$ cat config.mk
export PLATFORM = sky130hd
export DESIGN_NAME = date_span_day_counter
export DESIGN_NICKNAME = d
export VERILOG_FILES = /design/src/hw/rtl/dsdc_pkg.sv /design/src/hw/rtl/date_span_day_counter.sv /design/src/hw/rtl/dsdc_cdiv.sv /design/src/hw/rtl/dsdc_day_num.sv
export SDC_FILE = /design/constraint.sdc
export NUM_CORES = 2
export LEC_CHECK = 0
export BUFFER_PORTS_ARGS = -buffer_cell sky130_fd_sc_hd__buf_2
export CAP_MARGIN = 40
export CORE_MARGIN = 1
export CORE_UTILIZATION = 35
export CTS_BUF_LIST = sky130_fd_sc_hd__clkbuf_8 sky130_fd_sc_hd__clkbuf_16
export DETAILED_ROUTE_END_ITERATION = 10
export GPL_ROUTABILITY_DRIVEN = 0
export PLACE_DENSITY = 0.49
export SYNTH_ARGS = -nofsm -noshare
export SYNTH_HDL_FRONTEND = slang
export SYNTH_SLANG_ARGS = --single-unit
$ cat constraint.sdc
create_clock -name clk -period 10 [get_ports clk]
set_input_delay 2 -clock clk [delete_from_list [all_inputs] [get_ports clk]]
set_output_delay 2 -clock clk [all_outputs]
set_load 0.005 [all_outputs]
$ cat src/hw/rtl/dsdc_pkg.sv
// ----------------------------------------------------------------------------
// dsdc_pkg
// Shared constants and the month table for the date span day counter.
// ----------------------------------------------------------------------------
package dsdc_pkg;

  localparam int MONTH_W = 4;
  localparam int DAY_W   = 5;
  localparam int YEAR_W  = 14;
  localparam int SPAN_W  = 23;

  localparam int SPAN_MAX = 4194303;
  localparam int SPAN_MIN = -4194304;

  localparam int DAYS_YEAR   = 365;
  localparam int MONTHS_YEAR = 12;
  localparam int MARCH_IDX   = 2;

  localparam int DIV_CENTURY = 100;
  localparam int DIV_QUAD    = 400;
  localparam int DIV_MILL    = 4000;

  typedef logic [MONTH_W-1:0] month_t;
  typedef logic [DAY_W-1:0]   day_t;
  typedef logic [YEAR_W-1:0]  year_t;
  typedef logic [SPAN_W-1:0]  span_t;

  // Days in a common year before the first of the month (month index 0..11).
  function automatic logic [8:0] days_before(input month_t mi);
    logic [8:0] d;
    case (mi)
      4'd0:    d = 9'd0;
      4'd1:    d = 9'd31;
      4'd2:    d = 9'd59;
      4'd3:    d = 9'd90;
      4'd4:    d = 9'd120;
      4'd5:    d = 9'd151;
      4'd6:    d = 9'd181;
      4'd7:    d = 9'd212;
      4'd8:    d = 9'd243;
      4'd9:    d = 9'd273;
      4'd10:   d = 9'd304;
      4'd11:   d = 9'd334;
      default: d = 9'd0;
    endcase
    return d;
  endfunction

endpackage

$ cat src/hw/rtl/date_span_day_counter.sv
// ----------------------------------------------------------------------------
// date_span_day_counter
// Signed number of days from a start date to an end date (Gregorian, with
// years divisible by 4000 not leap).
//
//   channel | handshake          | payload
//   --------+--------------------+---------------------------------------
//   in      | start / busy       | in_start_{month,day,year}, in_end_*
//   out     | out_valid (strobe) | out_day_span
//
// One date pair is taken every cycle; busy is always low.
// The strobe and the result pass through the constant-divider pipeline
// (reciprocal multiply, back-multiply), the day-number sums and the final
// span register.
// Reset clears the valid pipeline only; no result is lost or stalled.
// ----------------------------------------------------------------------------
module date_span_day_counter #(
  parameter int YEAR_MAX = 9999
) (
  input  logic             clk,
  input  logic             rst_n,
  input  logic             start,
  output logic             busy,
  input  dsdc_pkg::month_t in_start_month,
  input  dsdc_pkg::day_t   in_start_day,
  input  dsdc_pkg::year_t  in_start_year,
  input  dsdc_pkg::month_t in_end_month,
  input  dsdc_pkg::day_t   in_end_day,
  input  dsdc_pkg::year_t  in_end_year,
  output logic             out_valid,
  output dsdc_pkg::span_t  out_day_span
);
  import dsdc_pkg::*;

  localparam int NW    = $clog2(366 * YEAR_MAX + 400);
  localparam int DW    = NW + 1;
  localparam int CW    = (DW > SPAN_W + 1) ? DW : SPAN_W + 1;
  localparam int LAT   = 6;
  localparam logic signed [CW-1:0] SMAX = CW'(SPAN_MAX);
  localparam logic signed [CW-1:0] SMIN = CW'(SPAN_MIN);

  logic [NW-1:0]        n_start;
  logic [NW-1:0]        n_end;
  logic signed [CW-1:0] diff;
  span_t                span_nxt;
  span_t                span_r;
  logic [LAT-1:0]       vld_r;
  logic [LAT-1:0]       vld_nxt;

  assign busy = 1'b0;

  dsdc_day_num #(.YEAR_MAX(YEAR_MAX), .NW(NW)) u_start (
    .clk     (clk),
    .month   (in_start_month),
    .day     (in_start_day),
    .year    (in_start_year),
    .day_num (n_start)
  );

  dsdc_day_num #(.YEAR_MAX(YEAR_MAX), .NW(NW)) u_end (
    .clk     (clk),
    .month   (in_end_month),
    .day     (in_end_day),
    .year    (in_end_year),
    .day_num (n_end)
  );

  always_comb begin
    diff = $signed(CW'(n_end) - CW'(n_start));
    if (diff > SMAX) begin
      span_nxt = SMAX[SPAN_W-1:0];
    end else if (diff < SMIN) begin
      span_nxt = SMIN[SPAN_W-1:0];
    end else begin
      span_nxt = diff[SPAN_W-1:0];
    end
    vld_nxt = {vld_r[LAT-2:0], start & ~busy};
  end

  always_ff @(posedge clk) begin
    span_r <= span_nxt;
  end

  always_ff @(posedge clk) begin
    if (!rst_n) begin
      vld_r <= '0;
    end else begin
      vld_r <= vld_nxt;
    end
  end

  assign out_valid    = vld_r[LAT-1];
  assign out_day_span = span_r;

endmodule

$ cat src/hw/rtl/dsdc_cdiv.sv
// ----------------------------------------------------------------------------
// dsdc_cdiv
// Divide by a constant: reciprocal multiply, back-multiply, one-step correction.
// ----------------------------------------------------------------------------
module dsdc_cdiv #(
  parameter int D  = 100,
  parameter int XW = 14
) (
  input  logic          clk,
  input  logic [XW-1:0] x,
  output logic [XW-1:0] q,
  output logic [XW-1:0] r
);

  localparam int K  = XW + 1;
  localparam int MW = K;
  localparam logic [MW-1:0] RECIP = MW'((1 << K) / D);

  logic [XW+MW-1:0] prod;
  logic [XW-1:0]    x_r;
  logic [XW-1:0]    q0_r;
  logic [31:0]      dq;
  logic [XW-1:0]    rem0_nxt;
  logic [XW-1:0]    rem0_r;
  logic [XW-1:0]    q0_rr;
  logic             ge;

  assign prod = (XW+MW)'(x) * (XW+MW)'(RECIP);

  always_ff @(posedge clk) begin
    x_r  <= x;
    q0_r <= prod[XW+MW-1:K];
  end

  assign dq       = 32'(D) * 32'(q0_r);
  assign rem0_nxt = x_r - dq[XW-1:0];

  always_ff @(posedge clk) begin
    rem0_r <= rem0_nxt;
    q0_rr  <= q0_r;
  end

  assign ge = 32'(rem0_r) >= 32'(D);
  assign q  = q0_rr + XW'(ge);
  assign r  = ge ? (rem0_r - XW'(D)) : rem0_r;

endmodule

$ cat src/hw/rtl/dsdc_day_num.sv
// ----------------------------------------------------------------------------
// dsdc_day_num
// Day number of one date from the epoch, five register stages.
// ----------------------------------------------------------------------------
module dsdc_day_num #(
  parameter int YEAR_MAX = 9999,
  parameter int NW       = 22
) (
  input  logic            clk,
  input  dsdc_pkg::month_t month,
  input  dsdc_pkg::day_t   day,
  input  dsdc_pkg::year_t  year,
  output logic [NW-1:0]   day_num
);
  import dsdc_pkg::*;

  localparam int YW = $clog2(YEAR_MAX + 1);

  logic [31:0]   year_ext;
  logic [YW-1:0] yc;
  month_t        mi_nxt;

  logic [YW-1:0] p_r;
  month_t        mi_r;
  day_t          day_r;

  logic [YW-1:0] p2_r;
  month_t        mi2_r;
  day_t          day2_r;
  logic [NW-1:0] p365_r;

  logic [YW-1:0] p3_r;
  month_t        mi3_r;
  day_t          day3_r;
  logic [NW-1:0] p365b_r;

  logic [YW-1:0] q100;
  logic [YW-1:0] r100;
  logic [YW-1:0] q400;
  logic [YW-1:0] r400;
  logic [YW-1:0] q4000;
  logic [YW-1:0] r4000;

  logic          leap;
  logic [NW-1:0] base_nxt;
  logic [9:0]    mday_nxt;
  logic [NW-1:0] base_r;
  logic [9:0]    mday_r;
  logic [NW-1:0] n_r;

  assign year_ext = 32'(year);

  always_comb begin
    if (year_ext == 32'd0) begin
      yc = YW'(1);
    end else if (year_ext > 32'(YEAR_MAX)) begin
      yc = YW'(YEAR_MAX);
    end else begin
      yc = YW'(year_ext);
    end
    if (month == month_t'(0)) begin
      mi_nxt = month_t'(0);
    end else if (month > month_t'(MONTHS_YEAR)) begin
      mi_nxt = month_t'(MONTHS_YEAR - 1);
    end else begin
      mi_nxt = month - month_t'(1);
    end
  end

  always_ff @(posedge clk) begin
    p_r   <= yc - YW'(1);
    mi_r  <= mi_nxt;
    day_r <= day;
  end

  always_ff @(posedge clk) begin
    p2_r   <= p_r;
    mi2_r  <= mi_r;
    day2_r <= day_r;
    p365_r <= NW'(p_r) * NW'(DAYS_YEAR);
  end

  always_ff @(posedge clk) begin
    p3_r    <= p2_r;
    mi3_r   <= mi2_r;
    day3_r  <= day2_r;
    p365b_r <= p365_r;
  end

  dsdc_cdiv #(.D(DIV_CENTURY), .XW(YW)) u_div100 (
    .clk (clk),
    .x   (p_r),
    .q   (q100),
    .r   (r100)
  );

  dsdc_cdiv #(.D(DIV_QUAD), .XW(YW)) u_div400 (
    .clk (clk),
    .x   (p_r),
    .q   (q400),
    .r   (r400)
  );

  dsdc_cdiv #(.D(DIV_MILL), .XW(YW)) u_div4000 (
    .clk (clk),
    .x   (p_r),
    .q   (q4000),
    .r   (r4000)
  );

  // year = p + 1, so a divisibility test on the year is a top remainder on p
  always_comb begin
    leap = ((p3_r[1:0] == 2'b11) && (32'(r100) != 32'(DIV_CENTURY - 1))) ||
           ((32'(r400) == 32'(DIV_QUAD - 1)) && (32'(r4000) != 32'(DIV_MILL - 1)));
    base_nxt = p365b_r + NW'(p3_r >> 2) - NW'(q100) + NW'(q400) - NW'(q4000);
    mday_nxt = 10'(days_before(mi3_r)) + 10'(day3_r) +
               10'(leap && (mi3_r >= month_t'(MARCH_IDX)));
  end

  always_ff @(posedge clk) begin
    base_r <= base_nxt;
    mday_r <= mday_nxt;
    n_r    <= base_r + NW'(mday_r);
  end

  assign day_num = n_r;

endmodule

# == Word-level counts from Yosys, hierarchy flattened ==
# Memories as Yosys holds them, arrays and structs flattened. A register that Yosys moved wholly into a read port is not among the register bits.
# Index checks and enable logic that the tools add are counted.
# classes
multipliers,12
magnitude_cmp,14
mux,13
n_addsub,37
n_eq_ne,8
n_reduce_logical,14
# op_table
operator,count
$mux 14,10
$sub 14x14->14,6
$logic_not 32->1,2
$mul 14x9->23 const B,2
$add 22x10->22,2
$add 22x12->22,2
$add 22x7->22,2
$mul 14x9->22 const B,2
$sub 22x3->22,2
$sub 22x9->22,2
$mul 14x7->21 const B,2
$eq 14x9->1 const B,2
$ge 14x12->1 const B,2
$ge 14x7->1 const B,2
$ge 14x9->1 const B,2
$gt 14x14->1 const B,2
$ne 14x12->1 const B,2
$ne 14x7->1 const B,2
$sub 14x1->14 const B,2
$sub 14x12->14 const B,2
$sub 14x7->14 const B,2
$sub 14x9->14 const B,2
$mul 5x8->12 const A,2
$gt 23x23->1 const B,1
19 further kinds,39
# word_totals
mem_bits_ro,288
register_bits,511
output_inout_bits,25
n_memories,2
# mem_list
name,words,word_bits,rd,rd_clocked_by_memory_dff,write_ports,line_no,rtl
(no name shown),16,9,1,1,0,dsdc_pkg.sv:31,case (mi)
(no name shown),16,9,1,1,0,dsdc_pkg.sv:31,

# == Longest topological paths before layout ==
# depth
word_depth,7
ltp_mapped,22
depth_no_buf,22

# == Modules after synthesis ==
# Synthesis repeated with hierarchy kept, for this count alone.
# hier_totals
cells_unflattened,3989
area_unflattened_um2,39516.6
# by_module_without_submodules
mod,instances,cells_per_inst,area_per_inst_um2,seq_area_each_um2
dsdc_day_num (u_end),1,973,9693.0,3423.3
dsdc_day_num (u_start),1,912,9475.3,3423.3
dsdc_cdiv (u_end.u_div100),1,474,4620.7,880.8
dsdc_cdiv (u_start.u_div100),1,484,4619.4,880.8
dsdc_cdiv (u_end.u_div400),1,328,3235.6,800.8
dsdc_cdiv (u_start.u_div400),1,313,3160.5,800.8
date_span_day_counter,1,214,1841.8,580.6
dsdc_cdiv (u_start.u_div4000),1,148,1465.2,600.6
dsdc_cdiv (u_end.u_div4000),1,143,1405.1,600.6

# == Worst setup path after synthesis ==
# OpenSTA, ideal clock, no wires.
# synth_path
path_type,flip-flop to flip-flop
from,register u_end.u_div100.rem0_r[2]
to,register u_end.base_r[21]
period_less_slack_ns,5.290
slack_ns,4.710
arrival_time_ns,5.165
path_buffers,0
path_stages_with_launch,20
t_required_ns,9.874
cell_sequence,dfxtp_1 -> ha_1 -> or4b_2 -> nor4_4 -> nor3_4 -> fa_1 -> fa_1 -> inv_1 -> fa_1 -> fa_1 -> inv_1 -> ha_1 -> a21o_1 -> a21oi_1 -> o21ai_0 -> a31o_2 -> a31o_2 -> a31oi_1 -> nand4b_1 -> nand4_1
# synth_via
elab_chain_len,5
# synth_lines
item,line_no,rtl
from (decl),dsdc_cdiv.sv:24,logic [XW-1:0] rem0_r;
from (signal assigned),dsdc_cdiv.sv:39,rem0_r <= rem0_nxt;
$ge 14x7->1,dsdc_cdiv.sv:43,assign ge = 32'(rem0_r) >= 32'(D);
$add 8x1->9,dsdc_cdiv.sv:44,assign q = q0_rr + XW'(ge);
$sub 22x9->22,dsdc_day_num.sv:115,base_nxt = p365b_r + NW'(p3_r >> 2) - NW'(q100) + NW'(q400) - NW'(q4000);
$add 22x7->22,dsdc_day_num.sv:115,
$sub 22x3->22,dsdc_day_num.sv:115,
net u_end.base_nxt[21],dsdc_day_num.sv:45,logic [NW-1:0] base_nxt;
to (signal assigned),dsdc_day_num.sv:121,base_r <= base_nxt;
to (decl),dsdc_day_num.sv:47,logic [NW-1:0] base_r;
# The timed path passes the listed nets, and every way through them passes these cells.
# A chain may end at the register's enable or synchronous reset.

# == Worst setup path in the final report ==
# Same ends and word-level chain as after synthesis.

==> results.sh <==
export IMPL_drv_slew=0
export IMPL_syn_inst=3286
export IMPL_drv_cap=0
export IMPL_h_tree_depth=2
export IMPL_diodes=0
export IMPL_fin_skew_ps=18.4
export IMPL_wire_per_inst_um=13.9
export IMPL_yosys_warnings=0
export IMPL_hold_buffers=0
export IMPL_chipWidth_um=307
export IMPL_vias=21000
export IMPL_synthArstFlopShare_pct=0
export IMPL_end_kind="register"
export IMPL_worstSetupPathType="register to register"
export IMPL_post_cts_setup_buffers=0
export IMPL_cts_tree="done"
export IMPL_cts_root_buffer="clkbuf_16"
export IMPL_grt_pass1_wl_um=108000
export IMPL_ctsResizeCount=0
export IMPL_crit_fanout=5
export IMPL_insertion_delay_ps=610
export IMPL_synth_edf_count=0
export IMPL_place_area_um2=34400
export IMPL_final_cell_area_um2=36500
export IMPL_netlist_area_um2=32500
export IMPL_layout_commonest_cell="inv_1"
export IMPL_post_drt_via_cell_ratio=4.48
export IMPL_first_iter_violations=953
export IMPL_antenna_left=0
export IMPL_ff_latch_area_um2=9790
export IMPL_synth_top_area_cell="dfxtp_1"
export IMPL_start_util_pct=35.4
export IMPL_antenna_found_initial=0
export IMPL_syn2layout_area_growth_pct=12.4
export IMPL_synth_fp_nets=4148
export IMPL_grt_ovfl_total=0
export IMPL_drive_above_1_share_pct=5.65
export IMPL_cts_clk_slew_worst_paths_ps=60
export IMPL_fp_row_count=111
export IMPL_grt_max_degree=16
export IMPL_route_detailed_drc=0
export IMPL_final_cell_mix="inv_1 (629), ha_1 (598), dfxtp_1 (489), fa_1 (215), a21oi_1 (163)"
export IMPL_worst_setup_path_start_kind="register"
export IMPL_die_h_um=307
export IMPL_period_minus_slack_ps=5670
export IMPL_cts_buffers=56
export IMPL_fin_crit_sh_pct=56.7
export IMPL_outcome="finished clean"
export IMPL_die_area_um2=94100
export IMPL_arrival_ps=6160
export IMPL_required_ps=10490
export IMPL_hold_viol=0
export IMPL_yosys_area_top_type_share_pct=30.1
export IMPL_drt_pass1_iterations=5
export IMPL_slew_headroom_pct=36.1
export IMPL_hp_class="register to register"
export IMPL_fmax_mhz=176
export IMPL_synthDistinctLibCells=76
export IMPL_rsz0062_at_grt="false"
export IMPL_core_area_um2=91800
export IMPL_place_hpwl_um=53900
export IMPL_clkSinkCount=489
export IMPL_nFillCells=9062
export IMPL_r2r_setup_slack_ps=4330
export IMPL_synthFlopType="dfxtp_1"
export IMPL_port_buffers=72
export IMPL_finalSetupViolCount=0
export IMPL_cts_buffer_depth=3
export IMPL_tightestPinTransition_ps=934
export IMPL_grt_pass1_vias=20900
export IMPL_finalNetCount=4266
export IMPL_holdWs_ps=321
export IMPL_ys_seq_elements=489
export IMPL_finalWirelength_um=65100
export IMPL_synth_area_leaders="dfxtp_1 (30%), ha_1 (23%), fa_1 (13%)"
export IMPL_avgSynthCellArea_um2=9.89
export IMPL_final_util_pct=39.8
export IMPL_grtUsageTotal_pct=14.2
export IMPL_fin_setup_tns_ps=0
export IMPL_ys_seq_area_share_pct=30.1
export IMPL_multi_input_area_um2=20300
export IMPL_io_pins=74
## metrics by stage
step / cells / setup slack (ps)
3_5_place_dp: 4589 / 4350
5_1_grt: 4692 / 4040
4_1_cts: 4692 / 4330
2_1_floorplan: 3286 / 4710
6_report: 4692 / 4330
3_3_place_gp: 4589 / 4420
## worst paths after layout
| path | startpoint | endpoint | depth (start not counted) |
|---|---|---|---|
| worst max-delay path | u_end.u_div100.rem0_r[2] | u_end.base_r[21] | 19 |
| worst min register to register | u_end.p365_r[18] | u_end.p365b_r[18] | 0 |
| worst min-delay path | u_end.p365_r[18] | u_end.p365b_r[18] | 0 |
| worst max register to register | u_end.u_div100.rem0_r[2] | u_end.base_r[21] | 19 |
## layout make-up
type | count | share of cell area (%)
Timing Repair Buffer | 73 | 1.01
Inverter | 623 | 6.40
Clock inverter | 36 | 1.63
Multi-Input combinational cell | 2161 | 55.7
Tap cell | 1243 | 4.26
Sequential cell | 489 | 26.8
Clock buffer | 67 | 4.25
## registers in the layout (all words and copies together), names as in the netlist, 12 cells and up, named ones only
name,cells
out_day_span,23
u_end.base_r,22
u_end.day_num,22
u_end.p2_r,13
u_end.p365_r,20
u_end.p365b_r,20
u_end.p3_r,13
u_end.p_r,14
u_end.u_div100.rem0_r,12
u_start.base_r,22
u_start.day_num,22
u_start.p2_r,13
u_start.p365_r,20
u_start.p365b_r,20
u_start.p3_r,13
u_start.p_r,14
u_start.u_div100.rem0_r,12
## Yosys cell counts, drive strengths merged (10+ instances only)
cell / instances
nand4: 16
nor2: 148
a21boi: 19
nand2b: 42
nand3: 32
o22ai: 10
a21o: 76
and3: 13
o21a: 31
inv: 623
a211oi: 12
o21bai: 28
nor4: 11
a21oi: 163
nor2b: 38
nand2: 111
xnor2: 161
o21ai: 124
dfxtp: 489
xor2: 102
or3: 10
and2: 11
a31oi: 13
fa: 215
nor3: 42
nor3b: 10
ha: 598
## kinds of logic (layout without fill, tap and decap cells)
group           count (synthesis)  after routing  share of synthesized area (%)
simple gates                  519            519                           8.05
flops                         489            489                           30.1
other cells                     1              1                         0.0115
buf+inv                       636            799                           7.36
xor+xnor                      263            263                           7.09
mux                             7              7                          0.216
fa+ha+maj                     813            813                           36.3
compound gates                558            558                           10.9
## worst max-delay path, stage by stage (launching register included)
cell,delay (ps)
dfxtp_1,370
ha_1,150
or4b_2,630
nor4_4,220
nor3_4,100
fa_1,450
fa_1,510
inv_1,50
fa_1,490
fa_1,540
inv_1,60
ha_1,280
a21o_1,150
a21oi_1,280
o21ai_0,130
a31o_2,270
a31o_2,290
a31oi_1,300
nand4b_1,160
nand4_1,100
## layer usage
| metal | routed length (um) | up-vias | track usage, % | part of all wire [%] |
|---|---|---|---|---|
| met5 | 0 | - | 0 | 0 |
| met3 | 1860 | 75 | 1.92 | 2.8 |
| met2 | 26700 | 231 | 21.3 | 41 |
| li1 | - | 11100 | - | - |
| met1 | 35400 | 9628 | 21.3 | 54 |
| met4 | 1170 | 0 | 3.29 | 1.8 |
Power is not shown: default switching activity piles up to over one toggle a cycle in this logic, so the estimate is an artifact.
